<file path="config.mk">
export PLATFORM = sky130hd
export DESIGN_NAME = counter_based_task_scheduler
export DESIGN_NICKNAME = d
export VERILOG_FILES = /design/src/cbts_pkg.sv /design/src/cbts_ctrl.sv /design/src/cbts_dp.sv /design/src/counter_based_task_scheduler.sv
export VERILOG_INCLUDE_DIRS = /design/src /design/src/src
export SDC_FILE = /design/constraint.sdc
export NUM_CORES = 2
export LEC_CHECK = 0
export BUFFER_PORTS_ARGS = -buffer_cell sky130_fd_sc_hd__buf_2
export CAP_MARGIN = 0
export CORE_MARGIN = 2
export CORE_UTILIZATION = 50
export DETAILED_ROUTE_END_ITERATION = 7
export PLACE_DENSITY = 0.71
export SYNTH_ARGS = -nofsm -noshare
export SYNTH_HDL_FRONTEND = slang
export SYNTH_SLANG_ARGS = --single-unit
</file>
<file path="constraint.sdc">
create_clock -name clk -period 8.35 [get_ports clk]
set_clock_uncertainty 0.05 [all_clocks]
set_input_delay 0.4175 -clock clk [delete_from_list [all_inputs] [get_ports clk]]
set_output_delay 0.4175 -clock clk [all_outputs]
set_load 0.005 [all_outputs]
</file>
<file path="src/assert_macros.svh">
// Assertion macros for the time-slice scheduler.
// Used by the top level only; bodies are empty when SYNTHESIS is defined.
`ifndef ASSERT_MACROS_SVH
`define ASSERT_MACROS_SVH
`ifndef SYNTHESIS
`define ASSERT_PROP(label, clk_s, rst_s, prop) \
    label: assert property (@(posedge clk_s) disable iff (!rst_s) prop) \
        else $error("scheduler property violated");
`define ASSERT_NEVER(label, clk_s, rst_s, expr) \
    label: assert property (@(posedge clk_s) disable iff (!rst_s) !(expr)) \
        else $error("scheduler forbidden condition seen");
`else
`define ASSERT_PROP(label, clk_s, rst_s, prop)
`define ASSERT_NEVER(label, clk_s, rst_s, expr)
`endif
`endif

</file>
<file path="src/cbts_pkg.sv">
// Shared types and constants for the time-slice scheduler.
// No dependencies; imported by cbts_ctrl, cbts_dp and the top level.
package cbts_pkg;

    typedef enum logic [1:0] {
        MODE_TICK  = 2'd0,
        MODE_SCHED = 2'd1,
        MODE_WRITE = 2'd2,
        MODE_NONE  = 2'd3
    } mode_t;

    localparam logic [1:0] TS_RUNNABLE = 2'd0;
    localparam logic [1:0] TS_SLEEPING = 2'd1;

    localparam logic [7:0]  FULL_SLICE  = 8'hff;
    localparam logic [15:0] TPS_DEFAULT = 16'd100;

    typedef struct packed {
        logic        used;
        logic [1:0]  status;
        logic [7:0]  slice;
        logic [7:0]  nice;
        logic [31:0] alarm;
    } slot_entry_t;

    typedef enum logic [3:0] {
        ST_IDLE,
        ST_WRITE,
        ST_TICK_RD,
        ST_TICK_WR,
        ST_PASS1,
        ST_DECIDE1,
        ST_PASS2,
        ST_DECIDE2,
        ST_FINISH
    } state_t;

    // controller -> datapath
    typedef struct packed {
        logic accept;
        logic pass_start;
        logic refill;
        logic pass_run;
        logic write_slot;
        logic tick_rd;
        logic tick_wr;
        logic set_run;
        logic load_out;
    } cmd_t;

    // datapath -> controller
    typedef struct packed {
        logic pass_done;
        logic any_runnable;
        logic found;
    } sts_t;

endpackage

</file>
<file path="src/cbts_ctrl.sv">
// Sequencing state machine for the time-slice scheduler.
// Depends on cbts_pkg; drives cbts_dp through cmd_t and reads sts_t.
module cbts_ctrl import cbts_pkg::*;
(
    input  logic       clk,
    input  logic       rst_n,
    input  logic       in_valid,
    input  logic [1:0] mode,
    output logic       in_stall,
    output logic       out_valid,
    input  logic       out_stall,
    output cmd_t       cmd,
    input  sts_t       sts
);

    state_t state_reg, state_next;
    logic   out_valid_reg, out_valid_next;
    logic   accept;
    logic   out_free;

    assign accept   = in_valid && (state_reg == ST_IDLE);
    assign out_free = !out_valid_reg || !out_stall;

    always_ff @(posedge clk or negedge rst_n)
    begin
        if (!rst_n)
        begin
            state_reg     <= ST_IDLE;
            out_valid_reg <= 1'b0;
        end
        else
        begin
            state_reg     <= state_next;
            out_valid_reg <= out_valid_next;
        end
    end

    // next state
    always_comb
    begin
        state_next = state_reg;
        case (state_reg)
            ST_IDLE:
            begin
                if (accept)
                begin
                    case (mode_t'(mode))
                        MODE_TICK:  state_next = ST_TICK_RD;
                        MODE_SCHED: state_next = ST_PASS1;
                        MODE_WRITE: state_next = ST_WRITE;
                        default:    state_next = ST_FINISH;
                    endcase
                end
            end
            ST_WRITE:   state_next = ST_FINISH;
            ST_TICK_RD: state_next = ST_TICK_WR;
            ST_TICK_WR: state_next = ST_FINISH;
            ST_PASS1:
            begin
                if (sts.pass_done)
                    state_next = ST_DECIDE1;
            end
            ST_DECIDE1:
            begin
                if (sts.any_runnable && !sts.found)
                    state_next = ST_PASS2;
                else
                    state_next = ST_FINISH;
            end
            ST_PASS2:
            begin
                if (sts.pass_done)
                    state_next = ST_DECIDE2;
            end
            ST_DECIDE2: state_next = ST_FINISH;
            ST_FINISH:
            begin
                if (out_free)
                    state_next = ST_IDLE;
            end
            default:    state_next = ST_IDLE;
        endcase
    end

    // commands and handshake
    always_comb
    begin
        cmd            = '0;
        out_valid_next = out_valid_reg && out_stall;
        case (state_reg)
            ST_IDLE:
            begin
                cmd.accept     = accept;
                cmd.pass_start = accept && (mode_t'(mode) == MODE_SCHED);
            end
            ST_WRITE:   cmd.write_slot = 1'b1;
            ST_TICK_RD: cmd.tick_rd = 1'b1;
            ST_TICK_WR: cmd.tick_wr = 1'b1;
            ST_PASS1:   cmd.pass_run = 1'b1;
            ST_DECIDE1:
            begin
                // nothing left with time on it: refill and rescan
                if (sts.any_runnable && !sts.found)
                begin
                    cmd.pass_start = 1'b1;
                    cmd.refill     = 1'b1;
                end
                else
                    cmd.set_run = 1'b1;
            end
            ST_PASS2:   cmd.pass_run = 1'b1;
            ST_DECIDE2: cmd.set_run = 1'b1;
            ST_FINISH:
            begin
                if (out_free)
                begin
                    cmd.load_out   = 1'b1;
                    out_valid_next = 1'b1;
                end
            end
            default:    cmd = '0;
        endcase
    end

    assign in_stall  = (state_reg != ST_IDLE);
    assign out_valid = out_valid_reg;

endmodule

</file>
<file path="src/cbts_dp.sv">
// Datapath for the time-slice scheduler: slot memory, scan pipeline,
// counters and result register. Depends on cbts_pkg; driven by cbts_ctrl.
module cbts_dp import cbts_pkg::*;
#(
    parameter int SLOTS = 16
)
(
    input  logic        clk,
    input  logic        rst_n,
    input  cmd_t        cmd,
    output sts_t        sts,
    input  logic        cfg_wr_en,
    input  logic [15:0] cfg_wr_data,
    input  logic [3:0]  slot,
    input  logic        used,
    input  logic [1:0]  task_status,
    input  logic [7:0]  slice_left,
    input  logic [7:0]  niceness,
    input  logic [31:0] wake_tick,
    output logic [3:0]  current_task,
    output logic        switched,
    output logic        refilled,
    output logic [31:0] tick_total,
    output logic [31:0] seconds_up
);

    localparam int SlotW = $clog2(SLOTS);

    slot_entry_t slot_mem [SLOTS];

    logic [15:0]      tps_reg;
    logic [3:0]       in_slot_reg;
    slot_entry_t      in_entry_reg;
    logic [SLOTS-1:0] vld_reg, vld_next;

    slot_entry_t      rd_data_reg;
    logic             rd_hit_reg;
    logic [SlotW-1:0] rd_idx_reg;
    logic             rd_pend_reg;
    logic [SlotW:0]   issue_idx_reg;

    logic             pass2_reg;
    logic             any_reg;
    logic             found_reg;
    logic [SlotW-1:0] best_idx_reg;
    logic [7:0]       best_slice_reg;

    logic [SlotW-1:0] run_reg, run_next;
    logic             switched_reg;
    logic             refill_reg;
    logic [31:0]      tick_reg;
    logic [15:0]      sub_reg, sub_next;
    logic [31:0]      up_reg;

    logic [3:0]       cur_out_reg;
    logic             sw_out_reg;
    logic             rf_out_reg;
    logic [31:0]      tick_out_reg;
    logic [31:0]      up_out_reg;

    logic             pass_issue;
    logic [SlotW-1:0] rd_addr;
    slot_entry_t      ent;
    logic             proc;
    logic             consid;
    logic             wake;
    logic [1:0]       status_now;
    logic             runnable;
    logic [7:0]       cand_slice;
    logic             cand_ok;
    logic [SlotW+3:0] slot_ext;
    logic [SlotW+3:0] run_ext;
    logic             slot_ok;

    logic             wr_en;
    logic [SlotW-1:0] wr_addr;
    slot_entry_t      wr_data;

    // ---------------- read side ----------------
    assign pass_issue = cmd.pass_run && (issue_idx_reg < (SlotW+1)'(SLOTS));
    assign rd_addr    = cmd.tick_rd ? run_reg : issue_idx_reg[SlotW-1:0];

    // a never-written entry reads as the reset value
    assign ent = rd_hit_reg ? rd_data_reg : '0;

    assign proc       = cmd.pass_run && rd_pend_reg;
    assign consid     = (rd_idx_reg == '0) || ent.used;
    assign wake       = !pass2_reg && consid && (ent.status == TS_SLEEPING) &&
                        (ent.alarm != '0) && (tick_reg >= ent.alarm);
    assign status_now = wake ? TS_RUNNABLE : ent.status;
    assign runnable   = consid && (status_now == TS_RUNNABLE);
    assign cand_slice = pass2_reg ? (FULL_SLICE - ent.nice) : ent.slice;
    assign cand_ok    = runnable && (pass2_reg || (ent.slice != '0)) &&
                        (!found_reg || (cand_slice > best_slice_reg));

    assign sts.pass_done    = proc && (rd_idx_reg == SlotW'(SLOTS - 1));
    assign sts.any_runnable = any_reg;
    assign sts.found        = found_reg;

    // ---------------- write side ----------------
    assign slot_ext = {SlotW'(0), in_slot_reg};
    assign slot_ok  = (32'(in_slot_reg) < SLOTS);

    always_comb
    begin
        wr_en   = 1'b0;
        wr_addr = rd_idx_reg;
        wr_data = ent;
        if (cmd.write_slot)
        begin
            wr_en   = slot_ok;
            wr_addr = slot_ext[SlotW-1:0];
            wr_data = in_entry_reg;
        end
        else if (cmd.tick_wr)
        begin
            wr_en         = (ent.slice != '0);
            wr_addr       = run_reg;
            wr_data.slice = ent.slice - 8'd1;
        end
        else if (proc && wake)
        begin
            wr_en          = 1'b1;
            wr_data.status = TS_RUNNABLE;
            wr_data.alarm  = '0;
        end
        else if (proc && pass2_reg && runnable)
        begin
            wr_en         = 1'b1;
            wr_data.slice = cand_slice;
        end
    end

    always_ff @(posedge clk)
    begin
        if (wr_en)
            slot_mem[wr_addr] <= wr_data;
        rd_data_reg <= slot_mem[rd_addr];
    end

    always_comb
    begin
        vld_next = vld_reg;
        if (wr_en)
            vld_next[wr_addr] = 1'b1;
    end

    // ---------------- control state ----------------
    always_comb
    begin
        run_next = found_reg ? best_idx_reg : '0;
        sub_next = sub_reg + 16'd1;
    end

    always_ff @(posedge clk or negedge rst_n)
    begin
        if (!rst_n)
        begin
            tps_reg        <= TPS_DEFAULT;
            vld_reg        <= '0;
            rd_hit_reg     <= 1'b0;
            rd_idx_reg     <= '0;
            rd_pend_reg    <= 1'b0;
            issue_idx_reg  <= '0;
            pass2_reg      <= 1'b0;
            any_reg        <= 1'b0;
            found_reg      <= 1'b0;
            best_idx_reg   <= '0;
            best_slice_reg <= '0;
            run_reg        <= '0;
            switched_reg   <= 1'b0;
            refill_reg     <= 1'b0;
            tick_reg       <= '0;
            sub_reg        <= '0;
            up_reg         <= '0;
        end
        else
        begin
            if (cfg_wr_en)
                tps_reg <= cfg_wr_data;

            vld_reg    <= vld_next;
            rd_hit_reg <= vld_reg[rd_addr];
            rd_idx_reg <= rd_addr;

            if (cmd.accept)
            begin
                switched_reg <= 1'b0;
                refill_reg   <= 1'b0;
            end

            if (cmd.pass_start)
            begin
                issue_idx_reg  <= '0;
                rd_pend_reg    <= 1'b0;
                pass2_reg      <= cmd.refill;
                any_reg        <= 1'b0;
                found_reg      <= 1'b0;
                best_idx_reg   <= '0;
                best_slice_reg <= '0;
                if (cmd.refill)
                    refill_reg <= 1'b1;
            end
            else
            begin
                rd_pend_reg <= pass_issue;
                if (pass_issue)
                    issue_idx_reg <= issue_idx_reg + 1'b1;
                if (proc)
                begin
                    any_reg <= any_reg || runnable;
                    if (cand_ok)
                    begin
                        found_reg      <= 1'b1;
                        best_idx_reg   <= rd_idx_reg;
                        best_slice_reg <= cand_slice;
                    end
                end
            end

            if (cmd.set_run)
            begin
                run_reg      <= run_next;
                switched_reg <= (run_next != run_reg);
            end

            if (cmd.tick_rd)
            begin
                tick_reg <= tick_reg + 32'd1;
                if (sub_next >= tps_reg)
                begin
                    sub_reg <= '0;
                    up_reg  <= up_reg + 32'd1;
                end
                else
                    sub_reg <= sub_next;
            end
        end
    end

    // ---------------- payload capture and result ----------------
    assign run_ext = {4'b0, run_reg};

    always_ff @(posedge clk)
    begin
        if (cmd.accept)
        begin
            in_slot_reg        <= slot;
            in_entry_reg.used  <= used;
            in_entry_reg.status <= task_status;
            in_entry_reg.slice <= slice_left;
            in_entry_reg.nice  <= niceness;
            in_entry_reg.alarm <= wake_tick;
        end
        if (cmd.load_out)
        begin
            cur_out_reg  <= run_ext[3:0];
            sw_out_reg   <= switched_reg;
            rf_out_reg   <= refill_reg;
            tick_out_reg <= tick_reg;
            up_out_reg   <= up_reg;
        end
    end

    assign current_task = cur_out_reg;
    assign switched     = sw_out_reg;
    assign refilled     = rf_out_reg;
    assign tick_total   = tick_out_reg;
    assign seconds_up   = up_out_reg;

endmodule

</file>
<file path="src/counter_based_task_scheduler.sv">
// Time-slice counter task scheduler, one transaction at a time.
// A schedule scans the slot memory once, or twice when slices are refilled
// (one slot per cycle per memory scan).
// Throughput: next transaction taken once the previous result is registered.
// Reset (async, active low) clears counters, running slot and the slot valid bits;
// never-written slots read as empty, runnable, zero.
`include "assert_macros.svh"

module counter_based_task_scheduler import cbts_pkg::*;
#(
    parameter int SLOTS = 16
)
(
    input  logic        clk,
    input  logic        rst_n,
    input  logic        cfg_wr_en,
    input  logic [15:0] cfg_wr_data,
    input  logic        in_valid,
    output logic        in_stall,
    input  logic [1:0]  mode,
    input  logic [3:0]  slot,
    input  logic        used,
    input  logic [1:0]  task_status,
    input  logic [7:0]  slice_left,
    input  logic [7:0]  niceness,
    input  logic [31:0] wake_tick,
    output logic        out_valid,
    input  logic        out_stall,
    output logic [3:0]  current_task,
    output logic        switched,
    output logic        refilled,
    output logic [31:0] tick_total,
    output logic [31:0] seconds_up
);

    cmd_t cmd;
    sts_t sts;

    cbts_ctrl u_ctrl
    (
        .clk       (clk),
        .rst_n     (rst_n),
        .in_valid  (in_valid),
        .mode      (mode),
        .in_stall  (in_stall),
        .out_valid (out_valid),
        .out_stall (out_stall),
        .cmd       (cmd),
        .sts       (sts)
    );

    cbts_dp #(
        .SLOTS (SLOTS)
    ) u_dp
    (
        .clk          (clk),
        .rst_n        (rst_n),
        .cmd          (cmd),
        .sts          (sts),
        .cfg_wr_en    (cfg_wr_en),
        .cfg_wr_data  (cfg_wr_data),
        .slot         (slot),
        .used         (used),
        .task_status  (task_status),
        .slice_left   (slice_left),
        .niceness     (niceness),
        .wake_tick    (wake_tick),
        .current_task (current_task),
        .switched     (switched),
        .refilled     (refilled),
        .tick_total   (tick_total),
        .seconds_up   (seconds_up)
    );

    // busy in the cycle after every accepted transaction
    `ASSERT_PROP(a_busy_after_accept, clk, rst_n, (in_valid && !in_stall) |=> in_stall)
    // a result only appears at the end of a busy period
    `ASSERT_PROP(a_result_from_busy, clk, rst_n, $rose(out_valid) |-> $past(in_stall))
    // a fresh scan cannot report its last slot straight away
    `ASSERT_PROP(a_scan_restart, clk, rst_n, cmd.pass_start |=> !sts.pass_done)
    `ASSERT_NEVER(a_cmd_clash, clk, rst_n,
        !$onehot0({cmd.write_slot, cmd.tick_rd, cmd.tick_wr,
                   cmd.pass_run, cmd.set_run, cmd.load_out}))

endmodule

</file>
==> results.yml <==
floorplanning:
  fp.dieW_um: 308
  die_y_um: 308
  initial_core_util_pct: 50.4
  ios: 150
  core_um2: 91500
  num_rows: 111
  die_area_um2: 94700
hold_path:
  hold_path_class: "in2reg"
finish:
  final_net_count: 3963
  utilization_pct: 57.4
  design_area_um2: 52500
  syn_to_final_growth_pct: 13.8
  largest_reg_flops: 816
  final_common_cell: "nand2_1"
  num-fill-cells: 7148
  drive_gt1_share_pct: 10.8
  layout_common_cells: "998 x nand2_1, 941 x edfxtp_1, 464 x nand3_1"
  diodes: 0
synthesis:
  synthCells: 3665
  ys_seq_area_share_pct: 71.5
  syn-cell-area_um2: 46100
  async_flop_share_pct: 13.1
  yosys_register_bits: 1141
  yosysUniqueCellTypes: 68
  syn-num-nets: 3804
  synth_ff_type: "edfxtp_1"
  ys_warn_count: 0
  synth_edf_count: 941
  syn_avg_cell_area_um2: 12.6
placed_design:
  dpl_worst_slack_ns: 3.47
  port_buffers: 149
  gp_congestion: 0.837
  placed_cell_area_um2: 48100
  dpl.hpwl_mm: 58.3
sta:
  finalSetupTns_ns: 0
  min_period_over_period_pct: 60.8
  setup-violations-final: 0
  setup_ws_ns: 3.27
  slew_headroom_pct: 23.8
  tightest_slew_ns: 1.14
  slew_violations: 0
  finalCriticalPeriod_ns: 5.08
  hold_violations: 0
  rsz0062_at_grt: "no"
  fmax_mhz: 197
critical_path:
  cp_cell_sequence: "buf_4, inv_1, nor2_1, o2111ai_1, inv_1, o21a_1, or4_1, and3_4"
  crit_path_start_kind: "register"
  cp-end-kind: "register"
  path_max_fanout: 58
  path_common_cell: "inv_1"
  timing.critical_path.arrival_ns: 5.32
  max_stage_delay_ns: 1.08
  crit_type: "reg2reg"
  cp_top_family: "simple AND/OR/NAND/NOR gates"
  critPathRequiredTime_ns: 8.59
  slowest_stage: "and3_4"
  critPathBufInv: 3
detailed_routing:
  drt_first_pass_iters: 6
  drc: 0
  via_per_inst: 5.85
  drt-initial-drc-count: 3201
  drt_wl_total_mm: 110
  routedWlPerCell_um: 21.6
  detail-route-antenna-nets: 0
  vias: 29884
clock_tree:
  htreeDepth: 3
  path_clk_slew_ns: 0.07
  worstSkewPairLatency_ns: 0.71
  cts-root-buf: "clkbuf_16"
  cts.path.max_buffers: 3
  cts_resized: 0
  clock_sinks: 1141
  cts_tree: "yes"
  cts_made_buffers: 111
pwr:
  powerDensity_nw_per_um2: 359
  vdd_drop_max_v: 0.000372
  total_power_w: 0.0189
  power_leakage_nw: 19.6
grt:
  antenna_found_initial: 2
  grt.overflow.total: 0
  grt_pass1_vias: 28810
  grt_max_degree: 165
  gr-usage-all-layers_pct: 23.1
  grt_pass1_wl_mm: 168
run_status:
  status: "complete, no violations"
run:
  drv_cap: 0
## through the flow
stage | cells | hold WS [ns]
floorplan | 3665 | 0.0719
global placement | 4822 | 0.390
detailed placement | 4822 | 0.401
CTS | 5109 | 0.0141
global route | 5109 | 0.0788
finish | 5109 | 0.0512
## where the power goes
part	internal (W)	switching [W]	total, W
Sequential	0.00776	0.000491	0.00825
Clock	0.00288	0.00212	0.00501
Combinational	0.00158	0.00403	0.00561
Total	0.0122	0.00664	0.0189
## timing repair
action | 4_1_cts | 5_1_grt
endpoints found under the hold margin | 166 | 0
hold buffers | 75 | 0
buffers inserted | 0 | 0
## metal layers
metal	global-route usage (%)	wire, um
met5	0	25
met3	3.88	8980
met2	37.8	52300
met4	7.45	3270
met1	31.7	45600
## cells by family (layout without fill, tap and decap cells)
kind of cell,Yosys count,in the layout,synth area share [%]
flops,1141,1141,71.5
buf+inv,258,516,2.19
xor+xnor,81,81,1.54
mux,26,26,0.591
compound gates,369,369,5.88
simple gates,1729,1729,16.6
fa+ha+maj,61,61,1.65
## worst paths after layout
check	start	endpoint	slack, ns	cells after the start
worst max-delay path	u_dp.rd_hit_reg$_DFF_PN0_	u_dp.slot_mem[14][13]$_DFFE_PP_	3.27	8
worst min-delay path	mode[0]	u_ctrl.state_reg[3]$_DFFE_PN0P_	0.05	3
worst max register to register	u_dp.rd_hit_reg$_DFF_PN0_	u_dp.slot_mem[14][13]$_DFFE_PP_	3.27	8
worst min register to register	u_dp.refill_reg$_DFF_PN0_	u_dp.refilled$_DFFE_PP_	0.41	0
max in group asynchronous	rst_n	u_dp.tick_reg[11]$_DFFE_PN0P_	6.64	3
min in group asynchronous	rst_n	u_dp.best_slice_reg[2]$_DFFE_PN0P_	0.36	2
## worst reg2reg max path, delay by kind of cell (launching register included)
kind	cells	cell delay, ns
buffers and inverters	3	0.96
AOI/OAI and AO/OA	2	0.64
DFF	1	0.34
and+or+nand+nor	3	2.62
## final cells by class
class / count / area, um^2 / area share (%)
Sequential cell: 1141 / 33000 / 62.8
Timing Repair Buffer: 261 / 1870 / 3.56
Inverter: 43 / 175 / 0.333
Clock buffer: 169 / 3260 / 6.20
Multi-Input combinational cell: 2266 / 12300 / 23.4
Clock inverter: 43 / 430 / 0.819
Tap cell: 1186 / 1480 / 2.82
## cell usage after synthesis (47+ instances only)
cell type  number  area share (%)
a22o_1         47            0.89
edfxtp_1      941              61
dfxtp_1        51             2.2
and3_1         81             1.1
xor2_1         48            0.91
clkbuf_1      173             1.4
nand3_1       464             5.0
a31oi_1        53            0.72
dfrtp_1       146             7.9
nor2_1         57            0.46
o21ai_0        64            0.69
ha_1           61             1.7
a311oi_1      105             2.0
nand2_1       998             8.1
Power figures use the tool's default switching activity.
